[src/sv/tfc_pkg.sv]
`timescale 1ns / 1ps
// ----------------------------------------------------------------------------
// tfc_pkg
// Shared widths, constants and item types for the tolerant float compare.
// ----------------------------------------------------------------------------
package tfc_pkg;

  localparam int unsigned FW = 32;
  localparam int unsigned UW = 31;
  localparam int unsigned CFG_IDX_W = 1;

  localparam logic [CFG_IDX_W-1:0] REG_EPSILON = 1'd0;
  localparam logic [CFG_IDX_W-1:0] REG_ULPS    = 1'd1;

  localparam logic [FW-1:0] EPS_RESET  = 32'h3400_0000;
  localparam logic [UW-1:0] ULPS_RESET = 31'd4;
  localparam logic [UW-1:0] ULPS_MAX   = 31'h7FFF_FFFF;

  typedef struct packed {
    logic [FW-1:0] operand_a;
    logic [FW-1:0] operand_b;
  } in_item_t;

  typedef struct packed {
    logic          is_equal;
    logic          is_less;
    logic          is_greater;
    logic [UW-1:0] ulps_apart;
  } out_item_t;

endpackage

[src/sv/tfc_if.sv]
`timescale 1ns / 1ps
// ----------------------------------------------------------------------------
// tfc_in_if / tfc_out_if
// Valid/ready channels carrying input and result items.
// ----------------------------------------------------------------------------
interface tfc_in_if;
  logic               valid;
  logic               ready;
  tfc_pkg::in_item_t  data;
  modport source (output valid, output data, input ready);
  modport sink   (input valid, input data, output ready);
endinterface

interface tfc_out_if;
  logic               valid;
  logic               ready;
  tfc_pkg::out_item_t data;
  modport source (output valid, output data, input ready);
  modport sink   (input valid, input data, output ready);
endinterface

[src/sv/tolerant_float_compare.sv]
`timescale 1ns / 1ps
// ----------------------------------------------------------------------------
// tolerant_float_compare
// Tolerant equality / ordering of two IEEE single operands (ULP and epsilon).
// ----------------------------------------------------------------------------
// channel | dir | payload
// in_ch   | in  | operand_a[31:0], operand_b[31:0]
// out_ch  | out | is_equal, is_less, is_greater, ulps_apart[30:0]
// cfg_*   | in  | cfg_we, cfg_idx[0], cfg_data[31:0]
//
// Four register stages, one item per cycle while the output is not stalled.
// Stage 1 classifies and aligns, stage 2 adds mantissas, stage 3 normalizes
// and rounds the difference, stage 4 compares and decides. Synchronous
// active-low reset clears valid bits and restores the configuration
// registers. A stall at the output holds every stage in place (global
// enable).
// ----------------------------------------------------------------------------
module tolerant_float_compare (
  input  logic                               clk,
  input  logic                               rst_n,
  tfc_in_if.sink                             in_ch,
  tfc_out_if.source                          out_ch,
  input  logic                               cfg_we,
  input  logic [tfc_pkg::CFG_IDX_W-1:0]      cfg_idx,
  input  logic [tfc_pkg::FW-1:0]             cfg_data
);

  logic [31:0] eps_r;
  logic [30:0] ulim_r;

  always_ff @(posedge clk) begin
    if (!rst_n) begin
      eps_r  <= tfc_pkg::EPS_RESET;
      ulim_r <= tfc_pkg::ULPS_RESET;
    end else if (cfg_we) begin
      case (cfg_idx)
        tfc_pkg::REG_EPSILON: eps_r  <= cfg_data;
        tfc_pkg::REG_ULPS:    ulim_r <= cfg_data[30:0];
        default: ;
      endcase
    end
  end

  logic [3:0] v_r;
  logic       en;
  assign en = !v_r[3] || out_ch.ready;
  assign in_ch.ready = en;

  // ---------------- stage 1: classify, ulp distance, align ----------------
  logic [31:0] a, b;
  assign a = in_ch.data.operand_a;
  assign b = in_ch.data.operand_b;

  logic a_nan, b_nan, a_inf, b_inf, a_zero, b_zero, ieq, unord, lt_ord;
  logic [32:0] dab;
  logic [31:0] dist_full;
  logic [30:0] dist_nxt;
  always_comb begin
    a_nan  = (a[30:23] == 8'hFF) && (a[22:0] != '0);
    b_nan  = (b[30:23] == 8'hFF) && (b[22:0] != '0);
    a_inf  = (a[30:23] == 8'hFF) && (a[22:0] == '0);
    b_inf  = (b[30:23] == 8'hFF) && (b[22:0] == '0);
    a_zero = a[30:0] == '0;
    b_zero = b[30:0] == '0;
    unord  = a_nan || b_nan;
    ieq    = !unord && ((a == b) || (a_zero && b_zero));
    if (a_zero && b_zero) lt_ord = 1'b0;
    else if (a[31] != b[31]) lt_ord = a[31];
    else if (a[31]) lt_ord = a[30:0] > b[30:0];
    else lt_ord = a[30:0] < b[30:0];
    lt_ord = lt_ord && !unord;
    dab = {1'b0, a} - {1'b0, b};
    dist_full = dab[32] ? (b - a) : dab[31:0];
    if (ieq) dist_nxt = '0;
    else if (unord || a_inf || b_inf || (a[31] != b[31])) dist_nxt = tfc_pkg::ULPS_MAX;
    else dist_nxt = dist_full[30:0];
  end

  // subtraction operands: effective a + (-b); order by magnitude
  logic        sb;
  logic        swap;
  logic [31:0] xa, xb;
  logic [7:0]  ex_big, ex_sml, dexp;
  logic [26:0] m_big, m_sml, m_sh;
  logic        eff_sub, sticky;
  logic [26:0] mask;
  always_comb begin
    sb   = ~b[31];
    swap = b[30:0] > a[30:0];
    xa   = swap ? {sb, b[30:0]} : a;
    xb   = swap ? a : {sb, b[30:0]};
    eff_sub = xa[31] != xb[31];
    ex_big = (xa[30:23] == '0) ? 8'd1 : xa[30:23];
    ex_sml = (xb[30:23] == '0) ? 8'd1 : xb[30:23];
    m_big  = {(xa[30:23] != '0), xa[22:0], 3'b000};
    m_sml  = {(xb[30:23] != '0), xb[22:0], 3'b000};
    dexp   = ex_big - ex_sml;
    mask   = ~(27'h7FF_FFFF << dexp[4:0]);
    if (dexp > 8'd26) begin
      m_sh = '0;
      sticky = m_sml != '0;
    end else begin
      m_sh = m_sml >> dexp[4:0];
      sticky = (m_sml & mask) != '0;
    end
    m_sh[0] = m_sh[0] | sticky;
  end

  logic        s1_spec_r, s1_unord_r, s1_lt_r, s1_sub_r;
  logic [7:0]  s1_ex_r;
  logic [26:0] s1_mb_r, s1_ms_r;
  logic [30:0] s1_dist_r;
  logic        s1_inf_r, s1_ieq_r;

  always_ff @(posedge clk) begin
    if (en) begin
      s1_unord_r <= unord;
      s1_inf_r   <= a_inf || b_inf;
      s1_ieq_r   <= ieq;
      s1_lt_r    <= lt_ord;
      s1_sub_r   <= eff_sub;
      s1_ex_r    <= ex_big;
      s1_mb_r    <= m_big;
      s1_ms_r    <= m_sh;
      s1_dist_r  <= dist_nxt;
      s1_spec_r  <= unord || a_inf || b_inf;
    end
  end

  // ---------------- stage 2: add / subtract mantissas ----------------
  logic [27:0] sum_nxt;
  assign sum_nxt = s1_sub_r ? ({1'b0, s1_mb_r} - {1'b0, s1_ms_r})
                            : ({1'b0, s1_mb_r} + {1'b0, s1_ms_r});

  logic [27:0] s2_sum_r;
  logic [7:0]  s2_ex_r;
  logic        s2_spec_r, s2_nan_r, s2_lt_r;
  logic [30:0] s2_dist_r;
  // infinite - infinite of like magnitude sign gives NaN
  logic        s2_infnan_nxt;
  assign s2_infnan_nxt = s1_unord_r || (s1_inf_r && s1_ieq_r == 1'b0 && s1_sub_r
                         && s1_ms_r == s1_mb_r) || (s1_inf_r && s1_ieq_r);

  always_ff @(posedge clk) begin
    if (en) begin
      s2_sum_r  <= sum_nxt;
      s2_ex_r   <= s1_ex_r;
      s2_spec_r <= s1_spec_r;
      s2_nan_r  <= s2_infnan_nxt;
      s2_lt_r   <= s1_lt_r;
      s2_dist_r <= s1_dist_r;
    end
  end

  // ---------------- stage 3: normalize and round magnitude ----------------
  logic [4:0]  lz;
  logic [27:0] nm;
  logic [8:0]  ex_n;
  logic [23:0] mant;
  logic        rnd;
  logic [24:0] mr;
  logic [8:0]  ex_r9;
  logic [30:0] mag_nxt;
  always_comb begin
    lz = 5'd27;
    for (int i = 0; i <= 26; i++) begin
      if (s2_sum_r[i]) lz = 5'(26 - i);
    end
    if (s2_sum_r[27]) begin
      nm   = {1'b0, s2_sum_r[27:2], s2_sum_r[1] | s2_sum_r[0]};
      ex_n = {1'b0, s2_ex_r} + 9'd1;
    end else if (s2_sum_r == '0 || {4'd0, lz} >= {1'b0, s2_ex_r} - 9'd1
                 || s2_ex_r <= 8'd1) begin
      nm   = s2_sum_r << (s2_ex_r - 8'd1);
      ex_n = 9'd0;
    end else begin
      nm   = s2_sum_r << lz;
      ex_n = {1'b0, s2_ex_r} - {4'd0, lz};
    end
    mant = nm[26:3];
    rnd  = nm[2] && (nm[1] || nm[0] || nm[3]);
    mr   = {1'b0, mant} + {24'd0, rnd};
    ex_r9 = ex_n;
    if (ex_n == 9'd0 && mr[23]) ex_r9 = 9'd1;
    if (mr[24]) begin
      ex_r9 = ex_n + 9'd1;
      mr    = mr >> 1;
    end
    if (ex_r9 >= 9'd255) mag_nxt = {8'hFF, 23'd0};
    else mag_nxt = {ex_r9[7:0], mr[22:0]};
  end

  logic [30:0] s3_mag_r, s3_dist_r;
  logic        s3_nan_r, s3_lt_r, s3_spec_r;
  always_ff @(posedge clk) begin
    if (en) begin
      s3_mag_r  <= mag_nxt;
      s3_nan_r  <= s2_nan_r;
      s3_spec_r <= s2_spec_r;
      s3_lt_r   <= s2_lt_r;
      s3_dist_r <= s2_dist_r;
    end
  end

  // ---------------- stage 4: decide ----------------
  logic [30:0] magv;
  logic        eps_nan, eps_ok, eq4;
  tfc_pkg::out_item_t res_nxt, res_r;
  always_comb begin
    magv = s3_spec_r ? {8'hFF, 23'd0} : s3_mag_r;
    eps_nan = (eps_r[30:23] == 8'hFF) && (eps_r[22:0] != '0);
    // negative epsilon only admits a zero difference, and only when it is -0
    eps_ok = !s3_nan_r && !eps_nan &&
             (eps_r[31] ? (magv == '0 && eps_r[30:0] == '0) : (magv <= eps_r[30:0]));
    eq4 = eps_ok || (s3_dist_r <= ulim_r);
    res_nxt.is_equal   = eq4;
    res_nxt.is_less    = !eq4 && s3_lt_r;
    res_nxt.is_greater = !eq4 && !s3_lt_r;
    res_nxt.ulps_apart = s3_dist_r;
  end

  always_ff @(posedge clk) begin
    if (en) res_r <= res_nxt;
  end

  always_ff @(posedge clk) begin
    if (!rst_n) begin
      v_r <= '0;
    end else if (en) begin
      v_r <= {v_r[2:0], in_ch.valid};
    end
  end

  assign out_ch.valid = v_r[3];
  assign out_ch.data  = res_r;

`ifndef ASSERT_OFF
  a_onehot_flags: assert property (@(posedge clk) disable iff (!rst_n)
    out_ch.valid |-> $onehot({res_r.is_equal, res_r.is_less, res_r.is_greater}))
    else $error("result flags not one-hot");
  a_stall_hold: assert property (@(posedge clk) disable iff (!rst_n)
    (out_ch.valid && !out_ch.ready) |=> (out_ch.valid && $stable(res_r)))
    else $error("result changed under stall");
  a_zero_equal: assert property (@(posedge clk) disable iff (!rst_n)
    (out_ch.valid && res_r.ulps_apart == '0) |-> res_r.is_equal)
    else $error("zero distance not equal");
`endif

endmodule

[src/flat_wrapper.sv]
// flat-port wrapper written by rule: the top's interface ports become plain ports
module tolerant_float_compare_flat 
  (clk, rst_n, cfg_we, cfg_idx, cfg_data, in_ch_valid, in_ch_data, in_ch_ready, out_ch_valid, out_ch_data, out_ch_ready);
  tfc_in_if in_ch_i ();
  tfc_out_if out_ch_i ();
  input  logic clk;
  input  logic rst_n;
  input  logic cfg_we;
  input  logic [tfc_pkg::CFG_IDX_W-1:0] cfg_idx;
  input  logic [tfc_pkg::FW-1:0] cfg_data;
  input wire logic [$bits(in_ch_i.valid)-1:0] in_ch_valid;
  input wire logic [$bits(in_ch_i.data)-1:0] in_ch_data;
  output wire logic [$bits(in_ch_i.ready)-1:0] in_ch_ready;
  output wire logic [$bits(out_ch_i.valid)-1:0] out_ch_valid;
  output wire logic [$bits(out_ch_i.data)-1:0] out_ch_data;
  input wire logic [$bits(out_ch_i.ready)-1:0] out_ch_ready;
  assign in_ch_i.valid = in_ch_valid;
  assign in_ch_i.data = in_ch_data;
  assign in_ch_ready = in_ch_i.ready;
  assign out_ch_valid = out_ch_i.valid;
  assign out_ch_data = out_ch_i.data;
  assign out_ch_i.ready = out_ch_ready;
  tolerant_float_compare u_core (.clk(clk), .rst_n(rst_n), .in_ch(in_ch_i), .out_ch(out_ch_i), .cfg_we(cfg_we), .cfg_idx(cfg_idx), .cfg_data(cfg_data));
endmodule
[config.mk]
export PLATFORM = sky130hd
export DESIGN_NAME = tolerant_float_compare_flat
export DESIGN_NICKNAME = d
export VERILOG_FILES = /design/src/sv/tfc_pkg.sv /design/src/sv/tfc_if.sv /design/src/sv/tolerant_float_compare.sv /design/src/flat_wrapper.sv
export SDC_FILE = /design/constraint.sdc
export NUM_CORES = 1
export LEC_CHECK = 0
export ABC_CLOCK_PERIOD_IN_PS = 11300
export BUFFER_PORTS_ARGS = -buffer_cell sky130_fd_sc_hd__buf_2
export CELL_PAD_IN_SITES_DETAIL_PLACEMENT = 1
export CELL_PAD_IN_SITES_GLOBAL_PLACEMENT = 1
export CORE_MARGIN = 2
export CORE_UTILIZATION = 44
export DETAILED_ROUTE_END_ITERATION = 12
export HOLD_SLACK_MARGIN = 0.06
export PLACE_DENSITY = 0.82
export RECOVER_POWER = 50
export SYNTH_ARGS = -nofsm -noshare
export SYNTH_HDL_FRONTEND = slang
export SYNTH_SLANG_ARGS = --single-unit
[constraint.sdc]
create_clock -name clk -period 11.3 [get_ports clk]
set_input_delay 2.26 -clock clk [delete_from_list [all_inputs] [get_ports clk]]
set_output_delay 2.26 -clock clk [all_outputs]
set_load 0.02 [all_outputs]
# Word-level counts from Yosys, hierarchy flattened

Index checks and enable logic that the tools add are counted.

Bits in registers: 332
Bits of input ports: 102
Output and inout bits: 36
Logic and storage cells: 173

Add/subtract/negate cells: 11
$lt $le $gt $ge: 9
Equality and inequality tests: 7
Shifts and indexed selects: 4
Multiplexer cells: 48
Bitwise logic cells: 7
Reduce and logical (&&, ||, !) cells: 58

Operators by type and width:

| operator            | number |
|---|---|
| $logic_not A31 Y1   | 4 |
| $mux W31            | 3 |
| $mux W5             | 16 |
| $reduce_bool A23 Y1 | 3 |
| $mux W32            | 2 |
| $gt A31 B31 Y1      | 2 |
| $le A31 B31 Y1      | 2 |
| $mux W27            | 2 |
| $logic_not A23 Y1   | 2 |
| $mux W9             | 4 |
| $sub A32 B32 Y33    | 1 |
| $eq A32 B32 Y1      | 1 |
| $mux W4             | 8 |
| $lt A31 B31 Y1      | 1 |
| $sub A31 B31 Y31    | 1 |
| $add A27 B27 Y28    | 1 |
| $logic_not A28 Y1   | 1 |
| $mux W28            | 1 |
| $shl A28 B5 Y27     | 1 |
| $shl A28 B8 Y27     | 1 |
| $sub A27 B27 Y28    | 1 |
| $and A27 B27 Y27    | 1 |
| $eq A27 B27 Y1      | 1 |
| $not A27 Y27        | 1 |
| other kinds (30)    | 83 |

# Depth between registers and ports, before layout

Word-level depth: 40
Gate-level depth with buffers: 35
Depth with buffers taken out: 30

# Least setup slack after synthesis

OpenSTA, ideal clock, no wires.

Kind: input to output
Start: input out_ch_ready
End: output in_ch_ready
Arrival time: 9.820 ns
Data required time: 9.040 ns
Slack: -0.780 ns
Cell stages on the path: 2
Path buffers: 1
Cell sequence: nand2b_1 -> clkbuf_1

Cells in the longest elaborated chain, start to end: 1

Ends and longest elaborated chain:

| what               | line                         | RTL |
|---|---|---|
| start, declared    | flat_wrapper.sv:16           | `input wire logic [$bits(out_ch_i.ready)-1:0] out_ch_ready;` |
| $logic_or A1 B1 Y1 | tolerant_float_compare.sv:46 | `assign en = !v_r[3] \|\| out_ch.ready;` |
| end, declared      | flat_wrapper.sv:13           | `output wire logic [$bits(in_ch_i.ready)-1:0] in_ch_ready;` |

No other way between the ends.

# Final worst setup path

Start: register u_core.s2_sum_r[11]
End: register u_core.s3_mag_r[8], data pin

Cells in the longest elaborated chain, start to end: 29
Elaborated cells between the ends (all ways): 38
Those cells by class: add/sub: 3; order compare: 2; shift: 2; mux: 23; reduce/logical: 8

Ends and longest elaborated chain:

| what                            | line                          | RTL |
|---|---|---|
| start, declared                 | tolerant_float_compare.sv:135 | `logic [27:0] s2_sum_r;` |
| start signal, assigned          | tolerant_float_compare.sv:146 | `s2_sum_r <= sum_nxt;` |
| $mux W5 (16 in a row)           | tolerant_float_compare.sv:167 | `if (s2_sum_r[i]) lz = 5'(26 - i);` |
| $ge A5 B9 Y1                    | tolerant_float_compare.sv:172 | `end else if (s2_sum_r == '0 \|\| {4'd0, lz} >= {1'b0, s2_ex_r} - 9'd1` |
| $logic_or A1 B1 Y1              | tolerant_float_compare.sv:172 |  |
| $logic_or A1 B1 Y1              | tolerant_float_compare.sv:173 | `\|\| s2_ex_r <= 8'd1) begin` |
| $mux W27                        | tolerant_float_compare.sv:172 |  |
| $mux W27                        | tolerant_float_compare.sv:169 | `if (s2_sum_r[27]) begin` |
| $logic_or A1 B1 Y1 (2 in a row) | tolerant_float_compare.sv:181 | `rnd = nm[2] && (nm[1] \|\| nm[0] \|\| nm[3]);` |
| $logic_and A1 B1 Y1             | tolerant_float_compare.sv:181 |  |
| $add A24 B1 Y25                 | tolerant_float_compare.sv:182 | `mr = {1'b0, mant} + {24'd0, rnd};` |
| $logic_and A1 B1 Y1             | tolerant_float_compare.sv:184 | `if (ex_n == 9'd0 && mr[23]) ex_r9 = 9'd1;` |
| $mux W9                         | tolerant_float_compare.sv:184 |  |
| $mux W9                         | tolerant_float_compare.sv:185 | `if (mr[24]) begin` |
| $ge A9 B8 Y1                    | tolerant_float_compare.sv:189 | `if (ex_r9 >= 9'd255) mag_nxt = {8'hFF, 23'd0};` |
| end signal, assigned            | tolerant_float_compare.sv:197 | `s3_mag_r <= mag_nxt;` |
| end, declared                   | tolerant_float_compare.sv:193 | `logic [30:0] s3_mag_r, s3_dist_r;` |

Several ways; a longest one is shown, not always the timed one.
A chain may end at the register's enable or synchronous reset.

==> results_dict.tcl <==
set metrics [dict create \
    yosysUniqueCellTypes 102 \
    syn2layout_area_growth_pct 9.47 \
    antenna_found_initial 3 \
    cts_hold_buffers 0 \
    dieWidth_um 247 \
    cp-start-kind "flop" \
    clock.fmax_ghz 0.105 \
    io_buffer_count 137 \
    rrSetupSlack_ns 1.77 \
    r2r_end "u_core.s3_mag_r[8]" \
    avgSynthCellArea_um2 8.77 \
    synth_edf_count 265 \
    syn_inst 2968 \
    setup_viol 0 \
    cpLargestDelayFamily "compound AO/OA/AOI/OAI gates" \
    grt_pass1_vias 24772 \
    p_per_area_nw_per_um2 212 \
    post-route-util_pct 48.4 \
    wl_met2_mm 46.9 \
    cts.sinks 332 \
    crit_cells 23 \
    hold_path_depth 0 \
    root_buffer "clkbuf_16" \
    routed_wl_mm 97.5 \
    layout.nets 3294 \
    worstSetupPathType "reg -> reg" \
    rr_worst_depth 23 \
    dieArea_um2 61100 \
    grt_remaining_overflow 0 \
    cts_buffer_depth 3 \
    hold_start "u_core.s1_dist_r[0]" \
    gp_congestion 1.00 \
    dp.cells 3723 \
    slowest_delay_ns 0.95 \
    ant_nets 0 \
    core_um2 58800 \
    clk_pin_slew_worst_paths_ns 0.07 \
    synth_flop_cell "edfxtp_1" \
    drive_above_1_share_pct 8.85 \
    post_cts_buffers 0 \
    crit_buf_inv 3 \
    maxCapViolCount 4 \
    fin_hold_ws_ns 0.417 \
    ir_drop_uv 133 \
    slew_viol_final 230 \
    grt_pass1_wl_mm 148 \
    grtUsageTotal_pct 31.3 \
    wl_met1_mm 40.2 \
    grt_max_degree 89 \
    ys_ff_latch 332 \
    fp.dieH_um 247 \
    period_share_pct 84.3 \
    path_cells "nor4_1, o311ai_0, a31oi_1, inv_1, ha_1, a21o_1, a31oi_1, o21a_1, o21ai_1, buf_4, a21oi_1, or2_1, buf_4, a22o_1, o21ai_1, a2111o_1, a311o_1, nor3b_4, nand2_1, nor3_2, a41oi_1, nor4_4, nor3_1" \
    rsz0062_at_grt "no" \
    syn_nets 3273 \
    synth_warnings 0 \
    crit_slowest_cell "nor4_4" \
    place.detailed.hpwl_mm 75.2 \
    min_path_type "reg -> reg" \
    top_layer_used "met5" \
    numCtsBuffers 37 \
    worstHoldEndpoint "u_core.s2_dist_r[0]" \
    relSlewSlack_pct -198 \
    crit_path_end_kind "flop" \
    tns_ns 0 \
    arrival_ns 9.79 \
    cts_resized 0 \
    cts_tree "built" \
    worst_pin_slew_ns 4.47 \
    critPathRequiredTime_ns 11.57 \
    period_minus_slack_ns 9.53 \
    reg2reg_from "u_core.s2_sum_r[11]" \
    p_leak_nw 11.2 \
    fin_cells 3792 \
    first_pass_iters 6 \
    drc 0 \
    critPathMaxFanout 23 \
    yosysSeqAreaShare_pct 35.7 \
    post_drt_wl_per_cell_um 25.7 \
    rows 89 \
    met3_length_mm 5.80 \
    netlist_area_um2 26000 \
    htreeDepth 2 \
    first_iter_violations 1899 \
    report.final.hold_viol_count 0 \
    synthArstFlopShare_pct 0 \
    via_per_inst 6.35 \
    io_pins 138 \
    fin_worst_skew_ns 0.0172 \
    clock_latency_ns 0.57 \
    vias 24069 \
    floorplan.initialDensity_pct 44.3 \
    status "complete, but fails checks" \
    violations "capacitance limit, slew limit" \
]
worst reg2reg max path: stages (launching register included):
cell and delay [ns]:
edfxtp_1 0.68, nor4_1 0.45, o311ai_0 0.20, a31oi_1 0.84, inv_1 0.26, ha_1 0.28
a21o_1 0.15, a31oi_1 0.25, o21a_1 0.27, o21ai_1 0.08, buf_4 0.23, a21oi_1 0.84
or2_1 0.59, buf_4 0.37, a22o_1 0.24, o21ai_1 0.15, a2111o_1 0.48, a311o_1 0.39
nor3b_4 0.27, nand2_1 0.33, nor3_2 0.47, a41oi_1 0.28, nor4_4 0.95, nor3_1 0.19
stage by stage:
step	worst slack [ns]	cell area, um2	total power [mW]
global route	1.13	28500	6.34
CTS	1.97	28500	6.01
global placement	1.89	27200	4.51
finish	1.77	28500	6.05
floorplan	2.44	26000	3.72
detailed placement	1.57	27200	4.65
routing by layer:
metal | up-vias | track usage (%)
li1 | 10906 | -
met1 | 11902 | 39.4
met2 | 1018 | 53.8
met3 | 239 | 4.11
met4 | 4 | 13.4
met5 | - | 0
Yosys cell counts (9+ instances only):
cell type / number / share of area, %
a211oi_1: 40 / 1.2
a21boi_0: 66 / 1.9
a21o_1: 54 / 1.6
a21oi_1: 231 / 4.4
a221o_1: 16 / 0.62
a221oi_1: 18 / 0.61
a22o_1: 12 / 0.40
a31oi_1: 27 / 0.65
a32oi_1: 11 / 0.37
and2_1: 18 / 0.43
and3_1: 24 / 0.58
buf_1: 18 / 0.26
buf_2: 15 / 0.29
clkbuf_1: 138 / 2.0
dfxtp_1: 67 / 5.2
edfxtp_1: 265 / 31
ha_1: 198 / 9.5
inv_1: 222 / 3.2
mux2_2: 12 / 0.52
mux2i_1: 110 / 4.2
nand2_1: 334 / 4.8
nand2b_1: 28 / 0.67
nand3_1: 69 / 1.3
nand4_1: 47 / 1.1
nor2_1: 174 / 2.5
nor2b_1: 50 / 1.2
nor3_1: 69 / 1.3
nor4_1: 59 / 1.4
o211ai_1: 39 / 1.1
o21a_1: 14 / 0.40
o21ai_0: 138 / 2.7
o21ai_1: 9 / 0.17
o21bai_1: 29 / 0.84
o22ai_1: 14 / 0.34
o31ai_1: 17 / 0.49
or2_2: 19 / 0.46
or3_1: 13 / 0.31
or4_1: 9 / 0.26
xnor2_1: 71 / 2.4
xor2_1: 35 / 1.2
cell type report:
class | instances | area [um2]
fillers | 6916 | 30300
multi-input cells | 2230 | 15200
flip-flops and latches | 332 | 9300
clock buffers | 42 | 1030
well taps | 773 | 967
inverters | 225 | 845
repair buffers | 163 | 826
clock inverters | 25 | 318
diodes | 2 | 5.00
registers in the layout, summed over array words and instances, names as in the netlist, 8 cells and up:
signal,count
u_core.eps_r,32
u_core.out_ch.data,34
u_core.s1_dist_r,31
u_core.s1_ex_r,8
u_core.s1_mb_r,24
u_core.s1_ms_r,27
u_core.s2_dist_r,31
u_core.s2_ex_r,8
u_core.s2_sum_r,28
u_core.s3_dist_r,31
u_core.s3_mag_r,31
u_core.ulim_r,31
cell families (layout without fill, tap and decap cells):
kind of cell | after synthesis | in the layout | synth area share, %
other | 0 | 2 | 0
AOI/OAI and AO/OA | 841 | 841 | 21.6
adders and majority gates | 204 | 204 | 9.94
buffers and inverters | 406 | 455 | 6.13
and+or+nand+nor | 954 | 954 | 18.0
xor gates and xnor gates | 106 | 106 | 3.57
muxes | 125 | 125 | 5.01
DFF | 332 | 332 | 35.7
cell usage in the layout (no fill, tap or decap), drive strengths merged, types with 20 or more instances in the layout:
cell type / n
nand2: 337
o211ai: 40
nor2b: 50
dfxtp: 67
o21ai: 149
nand4: 47
a21oi: 232
o21bai: 29
nor4: 64
nand2b: 28
a31oi: 27
a21boi: 67
a21o: 54
nand3: 69
clkbuf: 82
xnor2: 71
buf: 123
inv: 229
and3: 24
a211oi: 40
mux2i: 111
ha: 198
nor3: 72
edfxtp: 265
nor2: 174
or2: 20
o31ai: 21
xor2: 35
report_power, final:
part / internal [mW] / switching, mW / total, mW
clock network: 0.785 / 0.550 / 1.33
logic: 0.996 / 1.73 / 2.72
registers: 1.64 / 0.349 / 1.99
worst max path at each step:
stage,from,end,slack (ns)
floorplan,in_ch_data[23],u_core.s1_ms_r[0],2.44
global placement,in_ch_data[20],u_core.s1_ms_r[0],1.89
detailed placement,in_ch_data[20],u_core.s1_ms_r[0],1.57
CTS,u_core.s2_sum_r[11],u_core.s3_mag_r[10],1.97
global route,u_core.s2_sum_r[12],u_core.s3_mag_r[4],1.13
finish,u_core.s2_sum_r[11],u_core.s3_mag_r[8],1.77
No activity file was read; power rests on OpenSTA's default activity.
